[config.mk]
export PLATFORM = sky130hd
export DESIGN_NAME = symmetry_plane_point_mirror
export DESIGN_NICKNAME = d
export VERILOG_FILES = /design/src/rtl/core/spm_pkg.sv /design/src/rtl/core/spm_front.sv /design/src/rtl/core/spm_queue.sv /design/src/rtl/core/spm_back.sv /design/src/rtl/core/symmetry_plane_point_mirror.sv
export SDC_FILE = /design/constraint.sdc
export NUM_CORES = 1
export LEC_CHECK = 0
export BUFFER_PORTS_ARGS = -buffer_cell sky130_fd_sc_hd__buf_4
export CAP_MARGIN = 20
export CORE_MARGIN = 3
export CORE_UTILIZATION = 36
export DETAILED_ROUTE_END_ITERATION = 8
export PLACE_DENSITY = 0.54
export SLEW_MARGIN = 30
export SYNTH_ARGS = -nofsm -noshare
export SYNTH_HDL_FRONTEND = slang
export SYNTH_SLANG_ARGS = --single-unit
[constraint.sdc]
create_clock -name clk_i -period 9.5 [get_ports clk_i]
set_clock_uncertainty 0.1 [all_clocks]
set_input_delay 2.375 -clock clk_i [delete_from_list [all_inputs] [get_ports clk_i]]
set_output_delay 2.375 -clock clk_i [all_outputs]
set_load 0.02 [all_outputs]
[src/rtl/core/spm_pkg.sv]
// spm_pkg: shared constants, codes, payload structs and helpers of the
// symmetry plane point mirror; used by every module of the block
// no dependencies
package spm_pkg;

  // sizing
  localparam int unsigned MaxPoints  = 1024;
  localparam int unsigned CoordWidth = 32;
  localparam int unsigned CoordEff   = (CoordWidth > 32) ? 32 : CoordWidth;
  localparam int unsigned CoordShift = 32 - CoordEff;
  localparam int unsigned CntWidth   = $clog2(MaxPoints + 1);
  localparam int unsigned IdxWidth   = 11;
  localparam int unsigned SrcWidth   = 10;
  localparam logic [IdxWidth-1:0] IdxMax = '1;

  // decoupling queue between front and back end
  localparam int unsigned QueueDepth = 4;
  localparam int unsigned QueuePtrW  = $clog2(QueueDepth);

  // configuration register indexes
  localparam int unsigned CfgIdxW = 3;
  localparam logic [CfgIdxW-1:0] CfgAxisSelect = 3'd0;
  localparam logic [CfgIdxW-1:0] CfgPlaneOffset = 3'd1;
  localparam logic [CfgIdxW-1:0] CfgTolerance = 3'd2;
  localparam logic [CfgIdxW-1:0] CfgBufferDist = 3'd3;
  localparam logic [CfgIdxW-1:0] CfgPointCount = 3'd4;

  typedef enum logic [1:0] {
    AxisNone = 2'd0,
    AxisX    = 2'd1,
    AxisY    = 2'd2,
    AxisZ    = 2'd3
  } axis_e;

  typedef enum logic [1:0] {
    SideNone = 2'd0,
    SidePos  = 2'd1,
    SideNeg  = 2'd2,
    SideBoth = 2'd3
  } side_e;

  // input transaction
  typedef struct packed {
    logic signed [31:0] coord_x;
    logic signed [31:0] coord_y;
    logic signed [31:0] coord_z;
  } in_item_t;

  // output transaction
  typedef struct packed {
    logic [IdxWidth-1:0] point_index;
    logic signed [31:0]  out_x;
    logic signed [31:0]  out_y;
    logic signed [31:0]  out_z;
    logic                is_mirror;
    logic [SrcWidth-1:0] source_index;
    logic [1:0]          side_status;
    logic                count_overflow;
    logic                last_of_run;
  } out_item_t;

  // classified point as handed from front to back end
  typedef struct packed {
    in_item_t            coord;
    logic [IdxWidth-1:0] idx;
    logic                full;
    logic                refl;
    axis_e               axis;
    logic signed [31:0]  mirror_val;
    logic [IdxWidth-1:0] mirror_idx;
    logic                mirror_ovf;
    side_e               side;
  } spm_entry_t;

  // take a coordinate as two's complement from its low CoordEff bits
  function automatic logic signed [31:0] sext_coord(input logic [31:0] raw);
    logic [31:0] shl;
    shl = raw << CoordShift;
    return $signed(shl) >>> CoordShift;
  endfunction

endpackage

[src/rtl/core/spm_front.sv]
// spm_front: configuration registers, distance stage and classification of
// each point (side fold, counters, mirror value); pushes into the queue
// depends on spm_pkg
module spm_front import spm_pkg::*; (
  input  logic                clk_i,
  input  logic                rst_ni,
  input  logic                cfg_valid_i,
  output logic                cfg_ready_o,
  input  logic [CfgIdxW-1:0]  cfg_index_i,
  input  logic [31:0]         cfg_data_i,
  input  logic                in_valid_i,
  output logic                in_ready_o,
  input  in_item_t            in_data_i,
  input  logic                queue_full_i,
  output logic                push_o,
  output spm_entry_t          push_data_o
);

  localparam int unsigned SumW = ((CntWidth > IdxWidth) ? CntWidth : IdxWidth) + 1;
  localparam logic signed [33:0] SatHi = (34'sd1 <<< (CoordEff - 1)) - 34'sd1;
  localparam logic signed [33:0] SatLo = -(34'sd1 <<< (CoordEff - 1));

  function automatic side_e fold_side(input side_e cur, input side_e s);
    unique case (cur)
      SideNone: return s;
      SidePos:  return (s == SideNeg) ? SideBoth : SidePos;
      SideNeg:  return (s == SidePos) ? SideBoth : SideNeg;
      SideBoth: return SideBoth;
    endcase
  endfunction

  // configuration registers
  axis_e              axis_q;
  logic signed [31:0] offset_q;
  logic [30:0]        tol_q;
  logic [30:0]        buf_q;
  logic [IdxWidth-1:0] pcount_q;

  assign cfg_ready_o = 1'b1;

  always_ff @(posedge clk_i or negedge rst_ni) begin
    if (!rst_ni) begin
      axis_q   <= AxisNone;
      offset_q <= '0;
      tol_q    <= '0;
      buf_q    <= '0;
      pcount_q <= '0;
    end else if (cfg_valid_i) begin
      unique case (cfg_index_i)
        CfgAxisSelect:  axis_q   <= axis_e'(cfg_data_i[1:0]);
        CfgPlaneOffset: offset_q <= cfg_data_i;
        CfgTolerance:   tol_q    <= cfg_data_i[30:0];
        CfgBufferDist:  buf_q    <= cfg_data_i[30:0];
        CfgPointCount:  pcount_q <= cfg_data_i[IdxWidth-1:0];
        default: ;
      endcase
    end
  end

  // stage 1: distance to the plane and raw mirror coordinate
  in_item_t           coord_d;
  logic signed [31:0] axial;
  logic [32:0]        diff;
  logic [32:0]        ndiff;
  logic [32:0]        dist_d;
  logic [33:0]        mirror_d;
  logic [31:0]        band_d;

  assign coord_d.coord_x = sext_coord(in_data_i.coord_x);
  assign coord_d.coord_y = sext_coord(in_data_i.coord_y);
  assign coord_d.coord_z = sext_coord(in_data_i.coord_z);

  always_comb begin
    unique case (axis_q)
      AxisNone: axial = coord_d.coord_x;
      AxisX:    axial = coord_d.coord_x;
      AxisY:    axial = coord_d.coord_y;
      AxisZ:    axial = coord_d.coord_z;
    endcase
  end

  assign diff     = {axial[31], axial} - {offset_q[31], offset_q};
  assign ndiff    = {offset_q[31], offset_q} - {axial[31], axial};
  assign dist_d   = diff[32] ? ndiff : diff;
  assign mirror_d = {offset_q[31], offset_q, 1'b0} - {{2{axial[31]}}, axial};
  assign band_d   = {1'b0, tol_q} + {1'b0, buf_q};

  logic               s1_valid_q;
  in_item_t           s1_coord_q;
  logic [32:0]        s1_dist_q;
  logic               s1_neg_q;
  logic signed [33:0] s1_mirror_q;
  logic [31:0]        s1_band_q;
  logic               accept;

  assign in_ready_o = !s1_valid_q || !queue_full_i;
  assign accept     = in_valid_i && in_ready_o;
  assign push_o     = s1_valid_q && !queue_full_i;

  always_ff @(posedge clk_i or negedge rst_ni) begin
    if (!rst_ni) begin
      s1_valid_q <= 1'b0;
    end else if (accept) begin
      s1_valid_q <= 1'b1;
    end else if (push_o) begin
      s1_valid_q <= 1'b0;
    end
  end

  always_ff @(posedge clk_i) begin
    if (accept) begin
      s1_coord_q  <= coord_d;
      s1_dist_q   <= dist_d;
      s1_neg_q    <= diff[32];
      s1_mirror_q <= $signed(mirror_d);
      s1_band_q   <= band_d;
    end
  end

  // stage 2: on-plane and band compares, side fold
  logic  active;
  logic  on_plane;
  logic  near;
  logic  refl;
  side_e side_sample;
  side_e side_q;
  side_e side_d;

  assign active      = (axis_q != AxisNone);
  assign on_plane    = s1_dist_q < {2'b00, tol_q};
  assign near        = s1_dist_q <= {1'b0, s1_band_q};
  assign refl        = active && !on_plane && near;
  assign side_sample = on_plane ? SideNone : (s1_neg_q ? SideNeg : SidePos);
  assign side_d      = active ? fold_side(side_q, side_sample) : side_q;

  // point and mirror counters with saturation
  logic [CntWidth-1:0] orig_cnt_q;
  logic [CntWidth-1:0] mirr_cnt_q;
  logic                full;
  logic                mfull;
  logic [IdxWidth-1:0] idx;
  logic [CntWidth-1:0] mc;
  logic [SumW-1:0]     sum;
  logic                sovf;

  assign full  = orig_cnt_q >= CntWidth'(MaxPoints);
  assign mfull = mirr_cnt_q >= CntWidth'(MaxPoints);
  assign idx   = full ? IdxWidth'(MaxPoints - 1) : IdxWidth'(orig_cnt_q);
  assign mc    = mfull ? CntWidth'(MaxPoints - 1) : mirr_cnt_q;
  assign sum   = SumW'(pcount_q) + SumW'(mc);
  assign sovf  = sum > SumW'(IdxMax);

  always_ff @(posedge clk_i or negedge rst_ni) begin
    if (!rst_ni) begin
      orig_cnt_q <= '0;
      mirr_cnt_q <= '0;
      side_q     <= SideNone;
    end else if (push_o) begin
      side_q <= side_d;
      if (!full) begin
        orig_cnt_q <= orig_cnt_q + CntWidth'(1);
      end
      if (refl && !mfull) begin
        mirr_cnt_q <= mirr_cnt_q + CntWidth'(1);
      end
    end
  end

  // saturated mirror coordinate
  logic [31:0] mirror_val;

  always_comb begin
    priority if (s1_mirror_q > SatHi) begin
      mirror_val = SatHi[31:0];
    end else if (s1_mirror_q < SatLo) begin
      mirror_val = SatLo[31:0];
    end else begin
      mirror_val = s1_mirror_q[31:0];
    end
  end

  // queue entry
  always_comb begin
    push_data_o.coord      = s1_coord_q;
    push_data_o.idx        = idx;
    push_data_o.full       = full;
    push_data_o.refl       = refl;
    push_data_o.axis       = axis_q;
    push_data_o.mirror_val = mirror_val;
    push_data_o.mirror_idx = sovf ? IdxMax : sum[IdxWidth-1:0];
    push_data_o.mirror_ovf = full || mfull || sovf;
    push_data_o.side       = side_d;
  end

endmodule

[src/rtl/core/spm_queue.sv]
// spm_queue: short queue of classified points between front and back end
// depends on spm_pkg
module spm_queue import spm_pkg::*; (
  input  logic       clk_i,
  input  logic       rst_ni,
  input  logic       push_i,
  input  spm_entry_t push_data_i,
  output logic       full_o,
  input  logic       pop_i,
  output logic       valid_o,
  output spm_entry_t head_o
);

  spm_entry_t           mem_q [QueueDepth];
  logic [QueuePtrW-1:0] wr_ptr_q;
  logic [QueuePtrW-1:0] rd_ptr_q;
  logic [QueuePtrW:0]   count_q;

  assign full_o  = (count_q == (QueuePtrW + 1)'(QueueDepth));
  assign valid_o = (count_q != '0);
  assign head_o  = mem_q[rd_ptr_q];

  // storage
  always_ff @(posedge clk_i) begin
    if (push_i) begin
      mem_q[wr_ptr_q] <= push_data_i;
    end
  end

  // pointers and fill level
  always_ff @(posedge clk_i or negedge rst_ni) begin
    if (!rst_ni) begin
      wr_ptr_q <= '0;
      rd_ptr_q <= '0;
      count_q  <= '0;
    end else begin
      if (push_i) begin
        wr_ptr_q <= (wr_ptr_q == QueuePtrW'(QueueDepth - 1)) ? '0
                                                             : wr_ptr_q + QueuePtrW'(1);
      end
      if (pop_i) begin
        rd_ptr_q <= (rd_ptr_q == QueuePtrW'(QueueDepth - 1)) ? '0
                                                             : rd_ptr_q + QueuePtrW'(1);
      end
      if (push_i && !pop_i) begin
        count_q <= count_q + (QueuePtrW + 1)'(1);
      end else if (pop_i && !push_i) begin
        count_q <= count_q - (QueuePtrW + 1)'(1);
      end
    end
  end

endmodule

[src/rtl/core/spm_back.sv]
// spm_back: turns each queued point into its result transactions, the
// original and, where flagged, the mirror copy, through an output register
// depends on spm_pkg
module spm_back import spm_pkg::*; (
  input  logic       clk_i,
  input  logic       rst_ni,
  input  logic       head_valid_i,
  input  spm_entry_t head_i,
  output logic       pop_o,
  output logic       out_valid_o,
  input  logic       out_ready_i,
  output out_item_t  out_data_o
);

  logic      out_valid_q;
  out_item_t out_q;
  logic      phase_q;
  logic      load_en;
  logic      take;
  out_item_t orig_res;
  out_item_t mirr_res;

  assign load_en     = !out_valid_q || out_ready_i;
  assign take        = load_en && head_valid_i;
  assign pop_o       = take && (phase_q || !head_i.refl);
  assign out_valid_o = out_valid_q;
  assign out_data_o  = out_q;

  // original point result
  always_comb begin
    orig_res.point_index    = head_i.idx;
    orig_res.out_x          = head_i.coord.coord_x;
    orig_res.out_y          = head_i.coord.coord_y;
    orig_res.out_z          = head_i.coord.coord_z;
    orig_res.is_mirror      = 1'b0;
    orig_res.source_index   = head_i.idx[SrcWidth-1:0];
    orig_res.side_status    = head_i.side;
    orig_res.count_overflow = head_i.full;
    orig_res.last_of_run    = !head_i.refl;
  end

  // mirror result, chosen coordinate replaced
  always_comb begin
    mirr_res                = orig_res;
    mirr_res.point_index    = head_i.mirror_idx;
    mirr_res.is_mirror      = 1'b1;
    mirr_res.count_overflow = head_i.mirror_ovf;
    mirr_res.last_of_run    = 1'b1;
    unique case (head_i.axis)
      AxisNone: ;
      AxisX:    mirr_res.out_x = head_i.mirror_val;
      AxisY:    mirr_res.out_y = head_i.mirror_val;
      AxisZ:    mirr_res.out_z = head_i.mirror_val;
    endcase
  end

  // output valid and result phase
  always_ff @(posedge clk_i or negedge rst_ni) begin
    if (!rst_ni) begin
      out_valid_q <= 1'b0;
      phase_q     <= 1'b0;
    end else begin
      if (load_en) begin
        out_valid_q <= head_valid_i;
      end
      if (take) begin
        phase_q <= !phase_q && head_i.refl;
      end
    end
  end

  // output payload
  always_ff @(posedge clk_i) begin
    if (take) begin
      out_q <= phase_q ? mirr_res : orig_res;
    end
  end

endmodule

[src/rtl/core/symmetry_plane_point_mirror.sv]
// Symmetry plane point mirror. Accepts one signed Q16.16 point per cycle and
// emits it with its running index; when a plane axis is set and the point lies
// off the plane but inside the mirror band, a reflected copy follows as a
// second transaction. A point is taken every cycle as long as results drain:
// the output register hands out one result per cycle, so a stream of points
// that all reflect is held back by the two results each point needs. Each
// point passes the distance stage, classification into the four-entry
// queue and the output register. Configuration is taken any cycle but
// must only be written while no points are in flight.
// depends on spm_pkg, spm_front, spm_queue, spm_back
module symmetry_plane_point_mirror import spm_pkg::*; (
  input  logic               clk_i,
  input  logic               rst_ni,
  input  logic               cfg_valid_i,
  output logic               cfg_ready_o,
  input  logic [CfgIdxW-1:0] cfg_index_i,
  input  logic [31:0]        cfg_data_i,
  input  logic               in_valid_i,
  output logic               in_ready_o,
  input  in_item_t           in_data_i,
  output logic               out_valid_o,
  input  logic               out_ready_i,
  output out_item_t          out_data_o
);

  logic       push;
  spm_entry_t push_data;
  logic       queue_full;
  logic       pop;
  logic       head_valid;
  spm_entry_t head;

  // classification front end
  spm_front u_front (
    .clk_i        (clk_i),
    .rst_ni       (rst_ni),
    .cfg_valid_i  (cfg_valid_i),
    .cfg_ready_o  (cfg_ready_o),
    .cfg_index_i  (cfg_index_i),
    .cfg_data_i   (cfg_data_i),
    .in_valid_i   (in_valid_i),
    .in_ready_o   (in_ready_o),
    .in_data_i    (in_data_i),
    .queue_full_i (queue_full),
    .push_o       (push),
    .push_data_o  (push_data)
  );

  // decoupling queue
  spm_queue u_queue (
    .clk_i       (clk_i),
    .rst_ni      (rst_ni),
    .push_i      (push),
    .push_data_i (push_data),
    .full_o      (queue_full),
    .pop_i       (pop),
    .valid_o     (head_valid),
    .head_o      (head)
  );

  // result back end
  spm_back u_back (
    .clk_i        (clk_i),
    .rst_ni       (rst_ni),
    .head_valid_i (head_valid),
    .head_i       (head),
    .pop_o        (pop),
    .out_valid_o  (out_valid_o),
    .out_ready_i  (out_ready_i),
    .out_data_o   (out_data_o)
  );

endmodule

# Word-level counts from Yosys, hierarchy flattened

Memory sizes are Yosys's and may differ from the RTL's.
Cells that the tools add are included.

Muxes and demuxes: 25
Bitwise logic cells: 1
Reduce and logical (&&, ||, !) cells: 39
Add/sub/neg operators: 11
Magnitude comparators: 7
Equal/unequal tests: 18

Operators by type and width:

| cell                                                            | number |
|---|---|
| two-way mux 32 bit                                              | 6 |
| two-way mux 122 bit                                             | 1 |
| case mux 32 bit (3 select lines)                                | 1 |
| subtractor 32 x 32 -> 33 bit                                    | 2 |
| greater-than comparator 34 x 32 -> 1 bit, second input constant | 1 |
| < comparator 34 x 32 -> 1 bit, second input constant            | 1 |
| subtractor 33 x 32 -> 34 bit                                    | 1 |
| <= comparator 33 x 32 -> 1 bit                                  | 1 |
| < comparator 33 x 31 -> 1 bit                                   | 1 |
| two-way mux 11 bit                                              | 3 |
| adder 31 x 31 -> 32 bit                                         | 1 |
| adder 11 x 1 -> 11 bit, second input constant                   | 2 |
| greater-or-equal comparator 11 bit, second input constant       | 2 |
| == test 2 bit, second input constant                            | 9 |
| AND reduction 2 bit                                             | 7 |
| adder 11 x 11 -> 12 bit                                         | 1 |
| greater-than comparator 12 x 11 -> 1 bit, second input constant | 1 |
| two-way mux 2 bit                                               | 6 |
| logical AND 1 bit                                               | 10 |
| zero test 1 bit                                                 | 9 |
| == test 2 x 1 -> 1 bit, second input constant                   | 4 |
| case mux 2 bit (4 select lines)                                 | 1 |
| == test 3 x 2 -> 1 bit, second input constant                   | 2 |
| == test 3 bit, second input constant                            | 2 |
| 13 further kinds                                                | 26 |

Memories: 1
Logic and storage cells: 133
Input port bits: 136
Output and inout port bits: 125
Memory bits (writable): 628
Register bits: 459

Memory list:

| name          | depth | bits a word | rd ports | clocked after Yosys merged registers in | write ports | line            | source |
|---|---|---|---|---|---|---|---|
| u_queue.mem_q | 4     | 157         | 1        | 0                                       | 1           | spm_queue.sv:14 | `spm_entry_t mem_q [QueueDepth];` |

# Logic depth before layout (Yosys ltp)

Gate-level depths: netlist (run 1).

Depth in word-level cells: 7
Gate-level depth with buffers: 19
Gate-level depth less buffers: 16

# Hierarchy

Synthesis (run 1) repeated with hierarchy kept, for this count alone.

Cells, all modules: 3218
Area total of the unflattened synthesis: 49546.3 µm²

By module, submodules not included:

| module    | cells an instance | area each (µm²) | times used | sequential area each (µm²) |
|---|---|---|---|---|
| spm_queue | 858               | 23074.6         | 1          | 19033.3 |
| spm_front | 2106              | 21100.2         | 1          | 9188.8 |
| spm_back  | 254               | 5371.4          | 1          | 3713.6 |

# Worst setup path after synthesis (run 1)

No wires, ideal clock.

Kind: input to register
Start: in out_ready_i
End: reg u_queue.count_q[1]
Arrival time: 10040 ps
Buffers on the path: 0
Stages: 8
Library setup time: 125 ps
Slack: -764 ps
Data required time: 9275 ps
Cell sequence: inv_1 > a21oi_1 > and2_1 > inv_1 > ha_1 > inv_1 > fa_1 > mux2_2

Cells in the longest elaborated chain, start to end: 6
Elaborated cells on any way between the ends: 8
Classes of those cells: mux: 1; reduce/logical: 7

RTL lines:

| element                                                 | line                              | source |
|---|---|---|
| start, declared                                         | symmetry_plane_point_mirror.sv:22 | `input logic out_ready_i,` |
| logical OR 1 bit *                                      | spm_back.sv:23                    | `assign load_en = !out_valid_q \|\| out_ready_i;` |
| logical AND 1 bit *                                     | spm_back.sv:24                    | `assign take = load_en && head_valid_i;` |
| net u_back.take                                         | spm_back.sv:19                    | `logic take;` |
| logical AND 1 bit *                                     | spm_back.sv:25                    | `assign pop_o = take && (phase_q \|\| !head_i.refl);` |
| zero test 1 bit                                         | spm_queue.sv:45                   | `if (push_i && !pop_i) begin` |
| logical AND 1 bit                                       | spm_queue.sv:45                   |  |
| two-way mux 3 bit or nonzero test 2 bit (tied branches) | n/a                               |  |
| end signal, assigned                                    | spm_queue.sv:46                   | `count_q <= count_q + (QueuePtrW + 1)'(1);` |
| end signal, assigned                                    | spm_queue.sv:48                   | `count_q <= count_q - (QueuePtrW + 1)'(1);` |
| end, declared                                           | spm_queue.sv:17                   | `logic [QueuePtrW:0] count_q;` |

Mark *: on every way through the listed nets, which the timed path passes. The rest lies on a longest branch.
A chain may end at the register's enable or synchronous reset.

# Final worst setup path (run 1)

Start: in in_data_i[0] (netlist bit)
End: reg u_front.s1_dist_q[30] (data pin)

Cells in the longest elaborated chain, start to end: 3
Elaborated cells on any way between the ends: 4
Classes of those cells: add/sub: 2; mux: 2

RTL lines:

| element                                                | line                              | source |
|---|---|---|
| start, declared                                        | symmetry_plane_point_mirror.sv:20 | `input in_item_t in_data_i,` |
| case mux 32 bit (3 select lines) *                     | spm_front.sv:74                   | `unique case (axis_q)` |
| net u_front.axial[0]                                   | spm_front.sv:62                   | `logic signed [31:0] axial;` |
| subtractor 32 x 32 -> 33 bit, on equally long branches | spm_front.sv:82, spm_front.sv:83  |  |
| two-way mux 32 bit *                                   | spm_front.sv:84                   | `assign dist_d = diff[32] ? ndiff : diff;` |
| net u_front.dist_d[30]                                 | spm_front.sv:65                   | `logic [32:0] dist_d;` |
| end signal, assigned                                   | spm_front.sv:113                  | `s1_dist_q <= dist_d;` |
| end, declared                                          | spm_front.sv:90                   | `logic [32:0] s1_dist_q;` |

Marked as above.

==> impl_metrics.ini, run 1 <==
[finish]
nets = 3815
n_fill_cell = 12160
drive_gt1_share_pct = 22.83
instances_no_fill = 5332
area_growth_pct = 15.64

[synth]
synth.avg_cell_area_sq_um = 15.31
ys_seq_elements = 1087
ys_seq_area_share_pct = 65.61
synth.most_common_cell = edfxtp_1
synth-main-ff-cell = edfxtp_1
synth_top_area_share_pct = 58.36
synth-async-reset-ratio_pct = 12.97
synth_commonest_cells = 946 x edfxtp_1, 209 x ha_1, 186 x inv_1, 184 x a21oi_1, 159 x mux2_2
yosysWarningCount = 0
synth-edff-count = 946
syn_inst = 3179
synth.area.top_cells = edfxtp_1 58%, mux4_2 7.3%, dfrtp_1 7.2%
synth_largest_area_cell = edfxtp_1
synthesis.area_sq_um = 48670
ys_types = 76

[worst_setup_path]
crit_path_start_kind = primary input
worstSetupEndpointType = register
r2r_start = u_front.axis_q[0]
timing.rr.end = u_front.s1_dist_q[29]
crit_fanout = 38
slowest_stage = inv_2
path_cells = buf_4, mux2i_1, a21oi_1, inv_1, ha_1, inv_1, fa_1, a21o_1, a311o_1, a21oi_2, a311o_1, a41oi_4, inv_2, mux2i_4, nand2_2, o41ai_2, xor2_1
max_stage_delay_ns = 0.67
required_ns = 9.86
crit_type = in -> reg
r2r_cells = 13
r2r_slack_ns = 3.18
critical_path_arrival_ns = 6.88

[timing]
min_period_ns = 6.513
timing.hold.ws_ns = 0.3837
fin_crit_sh_pct = 68.56
maxSlewHeadroom_pct = 31.64
max_freq_mhz = 153.5
hold_violations = 0
drv_slew = 0
fin_setup_tns_ns = 0
setup_viol = 0
worst_pin_slew_ns = 1.025
rsz0062_at_grt = false

[global_routing]
antenna_found_initial = 7
grtUsageTotal_pct = 17.45
grt_pass1_wl_mm = 184.1
overflow = 0
grt_max_degree = 126
grt_pass1_vias = 27700

[die]
dieArea_sq_um = 139700
coreArea_sq_um = 133800
die-width_microns = 373.7
fp-row-count = 134
start_util_pct = 36.38
io-pin-count = 261
die_h_microns = 373.7

[place]
dpl.hpwl_mm = 82.89
port_buffers = 259
dp.cells = 5117
place_congestion = 0.8561

[clock_tree]
clkTransAtPathRegs_ns = 0.06
post-cts-setup-buffers = 0
clkLatencyLatePin_ns = 0.73
ctsResizeCount = 0
cts_buffer_depth = 3
htree_levels = 3
numCtsBuffers = 112
clock-sinks = 1087
cts_hold_buf = 0
root_buffer = clkbuf_16
cts_tree = done

[power_and_ir_drop]
p_leak_nw = 21.13
power_density_nw_per_um2 = 332.4
ir_drop_mv = 0.2048

[outcome]
status = complete, no violations

[hold_path]
holdPathStages = 0
whs_endpoint = u_queue.mem_q[1][81]
worstHoldPathType = reg -> reg
min_from = u_front.push_data_o[81]

[routing]
vias_per_cell = 5.171
drt_iter0_markers = 2003
top_layer_used = met5
post-route-drc-count = 0
drt.antenna.violating_nets = 0
first_pass_iters = 6
post_drt_wl_per_cell_microns = 23.13
route.met2.wl_mm = 54.41
met1_length_mm = 59.01
vias = 27570
totalWireLength_mm = 123.3
route.met3.wl_mm = 7.466

[flow_run]
max_cap_viol_count = 0
[metal layers]
layer | vias up | global-route usage (%)
met5 | - | 0
li1 | 12750 | -
met2 | 675 | 26.20
met3 | 157 | 3.349
met4 | 10 | 4.510
met1 | 13980 | 25.98
[cell families (layout without fill, tap and decap cells)]
kind of cell / Yosys count / count (layout) / share of synthesized area, %
other: 2 / 9 / 0.01543
AOI/OAI and AO/OA: 580 / 580 / 7.432
adders and majority gates: 215 / 215 / 5.619
DFF: 1087 / 1087 / 65.61
xor gates and xnor gates: 106 / 106 / 1.907
buffers and inverters: 308 / 686 / 2.450
muxes: 355 / 355 / 11.77
and+or+nand+nor: 526 / 526 / 5.193
[area by class of cell]
class | instances | area [sq um] | share of cell area [%]
flip-flops and latches | 1087 | 31950 | 56.76
well taps | 1768 | 2212 | 3.930
diodes | 3 | 7.507 | 0.01334
multi-input cells | 1788 | 15630 | 27.77
clock inverters | 66 | 486.7 | 0.8647
repair buffers | 288 | 2242 | 3.984
inverters | 187 | 701.9 | 1.247
clock buffers | 145 | 3053 | 5.424
[power breakdown]
part	internal, mW	switching, mW
sequential	7.16	0.648
combinational	2.76	3.90
clock	2.40	1.83
total	12.3	6.38
[critical path, delay by kind of cell]
kind	cells	cell delay, ns
buffers and inverters	4	0.95
muxes	2	0.79
xor gates and xnor gates	1	0.12
and+or+nand+nor	1	0.09
AOI/OAI and AO/OA	7	1.96
adders and majority gates	2	0.54
[stage by stage]
stage / power [mW] / util [%] / area, sq um / setup WS, ns
CTS: 18.94 / 42.06 / 56270 / 2.998
detailed placement: 14.61 / 39.41 / 52730 / 2.208
global route: 19.80 / 42.06 / 56280 / 2.621
finish: 18.71 / 42.07 / 56290 / 2.987
global placement: 14.60 / 39.39 / 52700 / 2.286
floorplan: 12.34 / - / 48690 / 1.997
[how the worst max path moves through the flow]
stage / startpoint / cells past startpoint / endpoint / slack [ns]
after global placement: in_data_i[0] / 17 / u_front.s1_dist_q[30] / 2.29
after floorplan: in_valid_i / 1 / u_front.push_data_o[100] / 2.00
final: in_data_i[0] / 17 / u_front.s1_dist_q[30] / 2.99
after detailed placement: in_data_i[0] / 17 / u_front.s1_dist_q[30] / 2.21
after global routing: in_data_i[25] / 13 / u_front.s1_dist_q[29] / 2.62
after CTS: in_data_i[0] / 17 / u_front.s1_dist_q[30] / 3.00
[flip-flops by register name, indices dropped and copies added, names as in the netlist, 2 cells and up]
| name | cells |
|---|---|
| u_queue.wr_ptr_q | 2 |
| u_queue.rd_ptr_q | 2 |
| u_queue.mem_q | 628 |
| u_front.axis_q | 2 |
| u_front.s1_band_q | 32 |
| u_front.tol_q | 31 |
| u_front.s1_mirror_q | 34 |
| u_front.push_data_o | 96 |
| u_front.offset_q | 32 |
| u_front.buf_q | 31 |
| u_back.out_data_o | 122 |
| u_front.pcount_q | 11 |
| u_front.side_q | 2 |
| u_front.mirr_cnt_q | 11 |
| u_queue.count_q | 3 |
| u_front.orig_cnt_q | 11 |
| u_front.s1_dist_q | 33 |
[cells in the final DEF, fill, tap and decap left out, types with 38 or more instances in the layout]
master     instances
inv_1            186
dfrtp_1          136
buf_4            279
mux2i_1           38
clkbuf_16        117
ha_1             209
mux2_2           159
edfxtp_1         946
mux4_2           157
nand2_1          139
o21ai_0          140
a21oi_1          183
xor2_1            41
a21o_1            91
nor2_1           155
xnor2_1           65
Power figures use the tool's default switching activity.
==> run 2, diff against run 1 <==
clock period = 6.05 ns   (was 9.5 ns; I/O delays follow)
==> run 2 against run 1 <==
Net effect:
- worst setup slack got worse by 1.8 ns
- sequential cell count unchanged
- final cell count increased by 0.45%
- die area unchanged
- power grew 59%
- sequential share of layout area is 0.47 points lower
- count of clock-buffer cells in the layout shrank 13
- combinational power rose by 59%
- critical path type is now reg -> reg
==> impl_metrics.ini, run 2 (same netlist as run 1, synthesis figures left out) <==
[timing]
timing.hold.ws_ns = 0.3824
drv_slew = 0
fin_crit_sh_pct = 79.81
min_period_ns = 4.829
setup_viol = 0
hold_violations = 0
maxSlewHeadroom_pct = 36.46
max_freq_mhz = 207.1
rsz0062_at_grt = false
worst_pin_slew_ns = 0.9531
fin_setup_tns_ns = 0

[worst_setup_path]
slowest_stage = dfrtp_2
critical_path_arrival_ns = 5.17
cpMostUsedCell = buf_4
max_stage_delay_ns = 0.56
path_cells = buf_4, mux2i_1, buf_4, a21oi_1, inv_1, ha_1, inv_1, fa_1, a21o_1, a311o_1, a21oi_2, a311o_1, a41oi_4, inv_2, buf_4, mux2_2, o31ai_1, xnor2_1
r2r_cells = 18
r2r_slack_ns = 1.22
crit_path_start = u_front.axis_q[0]
crit_fanout = 12
crit_type = reg -> reg
r2r_start = u_front.axis_q[0]
worstSetupEndpointType = register
timing.rr.end = u_front.s1_dist_q[24]
crit_path_start_kind = register
crit_end = u_front.s1_dist_q[24]
required_ns = 6.39

[die]
io-pin-count = 261
start_util_pct = 36.38
dieArea_sq_um = 139700
die_h_microns = 373.7
coreArea_sq_um = 133800
fp-row-count = 134
die-width_microns = 373.7

[routing]
drt_iter0_markers = 2054
post_drt_wl_per_cell_microns = 23.17
drt.antenna.violating_nets = 0
totalWireLength_mm = 124.1
vias = 27650
first_pass_iters = 5
vias_per_cell = 5.162
post-route-drc-count = 0

[finish]
drive_gt1_share_pct = 23.68
instances_no_fill = 5356
nets = 3843
final_common_cell = edfxtp_1
largest-register = u_queue.mem_q
fin_util_pct = 42.42
area_growth_pct = 16.61
final_cell_mix = 946 x edfxtp_1, 302 x buf_4, 209 x ha_1, 186 x inv_1, 183 x a21oi_1
largest_register_ffs = 628

[clock_tree]
numCtsBuffers = 113
clkLatencyLatePin_ns = 0.73
clkTransAtPathRegs_ns = 0.06
cts_tree = done
htree_levels = 3
post-cts-setup-buffers = 0
ctsResizeCount = 0
clock-sinks = 1087
cts_hold_buf = 0
root_buffer = clkbuf_16
cts_buffer_depth = 3

[global_routing]
grtUsageTotal_pct = 17.56
grt_pass1_vias = 27660
antenna_found_initial = 10
grt_pass1_wl_mm = 184.7
grt_max_degree = 118
overflow = 0

[place]
port_buffers = 259
dpl.hpwl_mm = 83.57
place_congestion = 0.8923
dp.cells = 5144

[power_and_ir_drop]
ir_drop_mv = 0.3460
p_leak_nw = 21.38
power_density_nw_per_um2 = 525.2

[outcome]
status = complete, no violations

[flow_run]
max_cap_viol_count = 0

[hold_path]
worstHoldPathType = reg -> reg
==> run 2: cell count changes in the layout (fill, tap and decap cells not counted), sizes merged <==
cell | previous run | this run
buf | 288 | 315
clkbuf | 145 | 132
bufinv | 5 | 13
clkinvlp | 3 | 6
inv | 190 | 189
==> run 2: critical path, delay by kind of cell, from the launching register on <==
| kind | cells | cell delay (ns) |
|---|---|---|
| compound gates | 7 | 1.49 |
| mux | 2 | 0.57 |
| flops | 1 | 0.56 |
| buf+inv | 6 | 1.15 |
| xor+xnor | 1 | 0.12 |
| fa+ha+maj | 2 | 0.55 |
==> run 2: worst min path at each step <==
stage / start / end / slack (ns) / depth (start not counted)
2_1_floorplan: u_back.phase_q / u_back.out_data_o[14] / 0.32 / 0
3_3_place_gp: u_front.side_q[1] / u_front.side_q[1] / 0.37 / 1
3_5_place_dp: u_front.side_q[1] / u_front.side_q[1] / 0.38 / 1
4_1_cts: u_front.side_q[1] / u_front.side_q[1] / 0.39 / 1
5_1_grt: u_front.mirr_cnt_q[7] / u_front.mirr_cnt_q[7] / 0.40 / 1
6_report: u_front.mirr_cnt_q[7] / u_front.mirr_cnt_q[7] / 0.38 / 1
==> run 2: layer usage <==
metal	global-route usage, %	vias to the layer above	wire length (microns)
met2	26.50	680	55090
li1	-	12800	-
met3	3.997	149	7942
met5	0	-	91
met4	4.075	14	2151
met1	25.79	14000	58800
==> run 2: power breakdown <==
part	internal (mW)	switching (mW)
clock network	4.07	2.93
logic	4.45	6.10
registers	11.2	1.01
total	19.8	10.0
==> run 2: final cells by class <==
type                    count  area, sq um
diodes                      3        7.507
clock buffers             132         2983
clock inverters            76        748.2
fillers                 12150        77040
inverters                 187        701.9
multi-input cells        1788        15630
flip-flops and latches   1087        31950
well taps                1768         2212
repair buffers            315         2526
==> run 2: stage by stage <==
step           cell area, sq um  power, mW  setup WS, ns
2_1_floorplan             48700      19.34        0.8977
3_3_place_gp              52990      23.00        0.6287
3_5_place_dp              52990      23.05        0.6319
4_1_cts                   56720      30.19         1.218
5_1_grt                   56750      31.52         1.075
6_report                  56760      29.81         1.221
==> run 3, diff against run 2 <==
ABC_AREA = 1   (was default)
clock period = 4.9 ns   (was 6.05 ns; I/O delays follow)
==> run 3 against run 2 <==
Net effect:
- critical endpoint is now u_front.s1_dist_q[32]
- worst setup slack worse by 0.28 ns
- critical path type unchanged
- synthesized area up 5.2%
- non-clock buffer count increased by 4
- register-to-register slack worse by 0.28 ns
- first-iteration DRC count grew 29%
- power up 29%
- cell area is 4.4% higher
- core utilization is 0.21 points lower
- critical path depth fell by 3
- worst hold slack lost 0.032 ns
==> impl_metrics.ini, run 3 <==
[worst_setup_path]
r2r_start = u_front.axis_q[1]
crit_path_start = u_front.axis_q[1]
crit_type = reg -> reg
crit_end = u_front.s1_dist_q[32]
required_ns = 5.26
crit_fanout = 31
timing.rr.end = u_front.s1_dist_q[32]
critical_path_arrival_ns = 4.31
max_stage_delay_ns = 0.49
worstSetupEndpointType = register
path_cells = nand2_2, buf_12, o22a_1, o21a_1, ha_1, buf_4, nand2_1, o21ai_0, nor2_1, nand2_1, a21oi_2, nand3_2, nand2_4, buf_4, a21oi_1
slowest_stage = dfrtp_2
crit_path_start_kind = register
r2r_cells = 15
r2r_slack_ns = 0.94

[finish]
instances_no_fill = 6983
final_cell_mix = 946 x edfxtp_1, 861 x nand2_1, 504 x inv_1, 495 x o21ai_0, 476 x nor2_1
largest_register_ffs = 628
nets = 5352
fin_util_pct = 42.21
largest-register = u_queue.mem_q
final_common_cell = edfxtp_1
area_growth_pct = 15.70
multi_input_area_sq_um = 16500
n_fill_cell = 13340
drive_gt1_share_pct = 11.32
seqCellArea_sq_um = 31940
postLayoutCellArea_sq_um = 59260

[synth]
synth-main-ff-cell = edfxtp_1
synth-edff-count = 946
synth.avg_cell_area_sq_um = 10.77
synth.most_common_cell = edfxtp_1
synth-async-reset-ratio_pct = 12.97
ys_seq_elements = 1087
synth_commonest_cells = 946 x edfxtp_1, 863 x nand2_1, 505 x inv_1, 496 x o21ai_0, 480 x nor2_1
synth.area.top_cells = edfxtp_1 55%, dfrtp_1 6.9%, nand2_1 6.3%
synth_largest_area_cell = edfxtp_1
ys_seq_area_share_pct = 62.35
synthesis.area_sq_um = 51220
ys_types = 58
synth_top_area_share_pct = 55.46
yosysWarningCount = 0
syn_inst = 4754

[global_routing]
grt_max_degree = 188
antenna_found_initial = 8
grt_pass1_wl_mm = 223.4
grtUsageTotal_pct = 20.13
grt_pass1_vias = 34730
overflow = 0

[die]
fp-row-count = 137
die-width_microns = 383.2
coreArea_sq_um = 140400
die_h_microns = 383.2
start_util_pct = 36.48
io-pin-count = 261
dieArea_sq_um = 146800

[power_and_ir_drop]
ir_drop_mv = 0.4098
p_total_mw = 38.35
power_density_nw_per_um2 = 647.1
p_leak_nw = 23.93

[clock_tree]
root_buffer = clkbuf_16
ctsResizeCount = 0
post-cts-setup-buffers = 0
cts_tree = done
clkTransAtPathRegs_ns = 0.06
cts_buffer_depth = 3
clock-sinks = 1087
clkLatencyLatePin_ns = 0.73
numCtsBuffers = 116
cts_hold_buf = 0
htree_levels = 3

[timing]
hold_violations = 0
drv_slew = 0
maxSlewHeadroom_pct = 31.54
fin_crit_sh_pct = 80.72
setup_viol = 0
timing.hold.ws_ns = 0.3508
rsz0062_at_grt = false
worst_pin_slew_ns = 1.027
setup_ws_ns = 0.9449
min_period_ns = 3.955
max_freq_mhz = 252.8
fin_setup_tns_ns = 0

[routing]
first_pass_iters = 7
drt.antenna.violating_nets = 0
post-route-drc-count = 0
drt_iter0_markers = 2645
totalWireLength_mm = 150.3
vias = 35750
post_drt_wl_per_cell_microns = 21.52
vias_per_cell = 5.120

[flow_run]
max_cap_viol_count = 0

[hold_path]
worstHoldPathType = reg -> reg

[outcome]
status = complete, no violations

[place]
dpl_cell_area_sq_um = 55360
dp.cells = 6758
place_congestion = 0.9137
place_ws_ns = 0.6617
dpl.hpwl_mm = 104.3
port_buffers = 259
[run 3: area by class of cell]
| cell class | count | share of cell area, % |
|---|---|---|
| repair buffers | 319 | 4.461 |
| inverters | 514 | 3.287 |
| clock inverters | 67 | 1.225 |
| diodes | 8 | 0.03378 |
| clock buffers | 149 | 5.282 |
| multi-input cells | 2963 | 27.85 |
| flip-flops and latches | 1087 | 53.90 |
| well taps | 1876 | 3.961 |
[run 3: kinds of logic (layout without fill, tap and decap cells)]
| group | count (synthesis) | after routing | synth area share [%] |
|---|---|---|---|
| simple gates | 1520 | 1520 | 11.86 |
| mux | 33 | 33 | 0.7255 |
| xor+xnor | 113 | 113 | 1.932 |
| compound gates | 1076 | 1076 | 12.19 |
| fa+ha+maj | 215 | 215 | 5.340 |
| buf+inv | 708 | 1049 | 5.584 |
| flops | 1087 | 1087 | 62.35 |
| other cells | 2 | 14 | 0.01466 |
[run 3: how the worst min path moves through the flow]
| stage | from | end | slack (ns) | cells past startpoint |
|---|---|---|---|---|
| 4_1_cts | u_front.side_q[0] | u_front.side_q[0] | 0.36 | 2 |
| 5_1_grt | u_front.side_q[0] | u_front.side_q[0] | 0.38 | 2 |
| 2_1_floorplan | u_front.side_q[0] | u_front.side_q[0] | 0.32 | 2 |
| 3_5_place_dp | u_front.side_q[0] | u_front.side_q[0] | 0.35 | 2 |
| 6_report | u_front.side_q[0] | u_front.side_q[0] | 0.35 | 2 |
| 3_3_place_gp | u_front.side_q[1] | u_front.side_q[1] | 0.33 | 2 |
[run 3: report_power, final]
group	leakage, nW	internal (mW)	total, mW	switching [mW]
combinational	11.4	4.53	14.4	9.90
sequential	10.6	13.8	15.0	1.24
clock	1.89	5.20	8.90	3.70
[run 3: worst max-delay path, delay by kind of cell, from the launching register on]
family          cells  cell delay, ns
buf+inv             3            0.85
flops               1            0.49
compound gates      5            0.95
simple gates        6            0.76
fa+ha+maj           1            0.44
[run 3: routing by layer]
layer	GRT usage (%)	part of all wire (%)
met3	2.909	5.4
met2	31.78	46
met1	29.03	47
met5	0	0.0086
met4	5.267	2.1
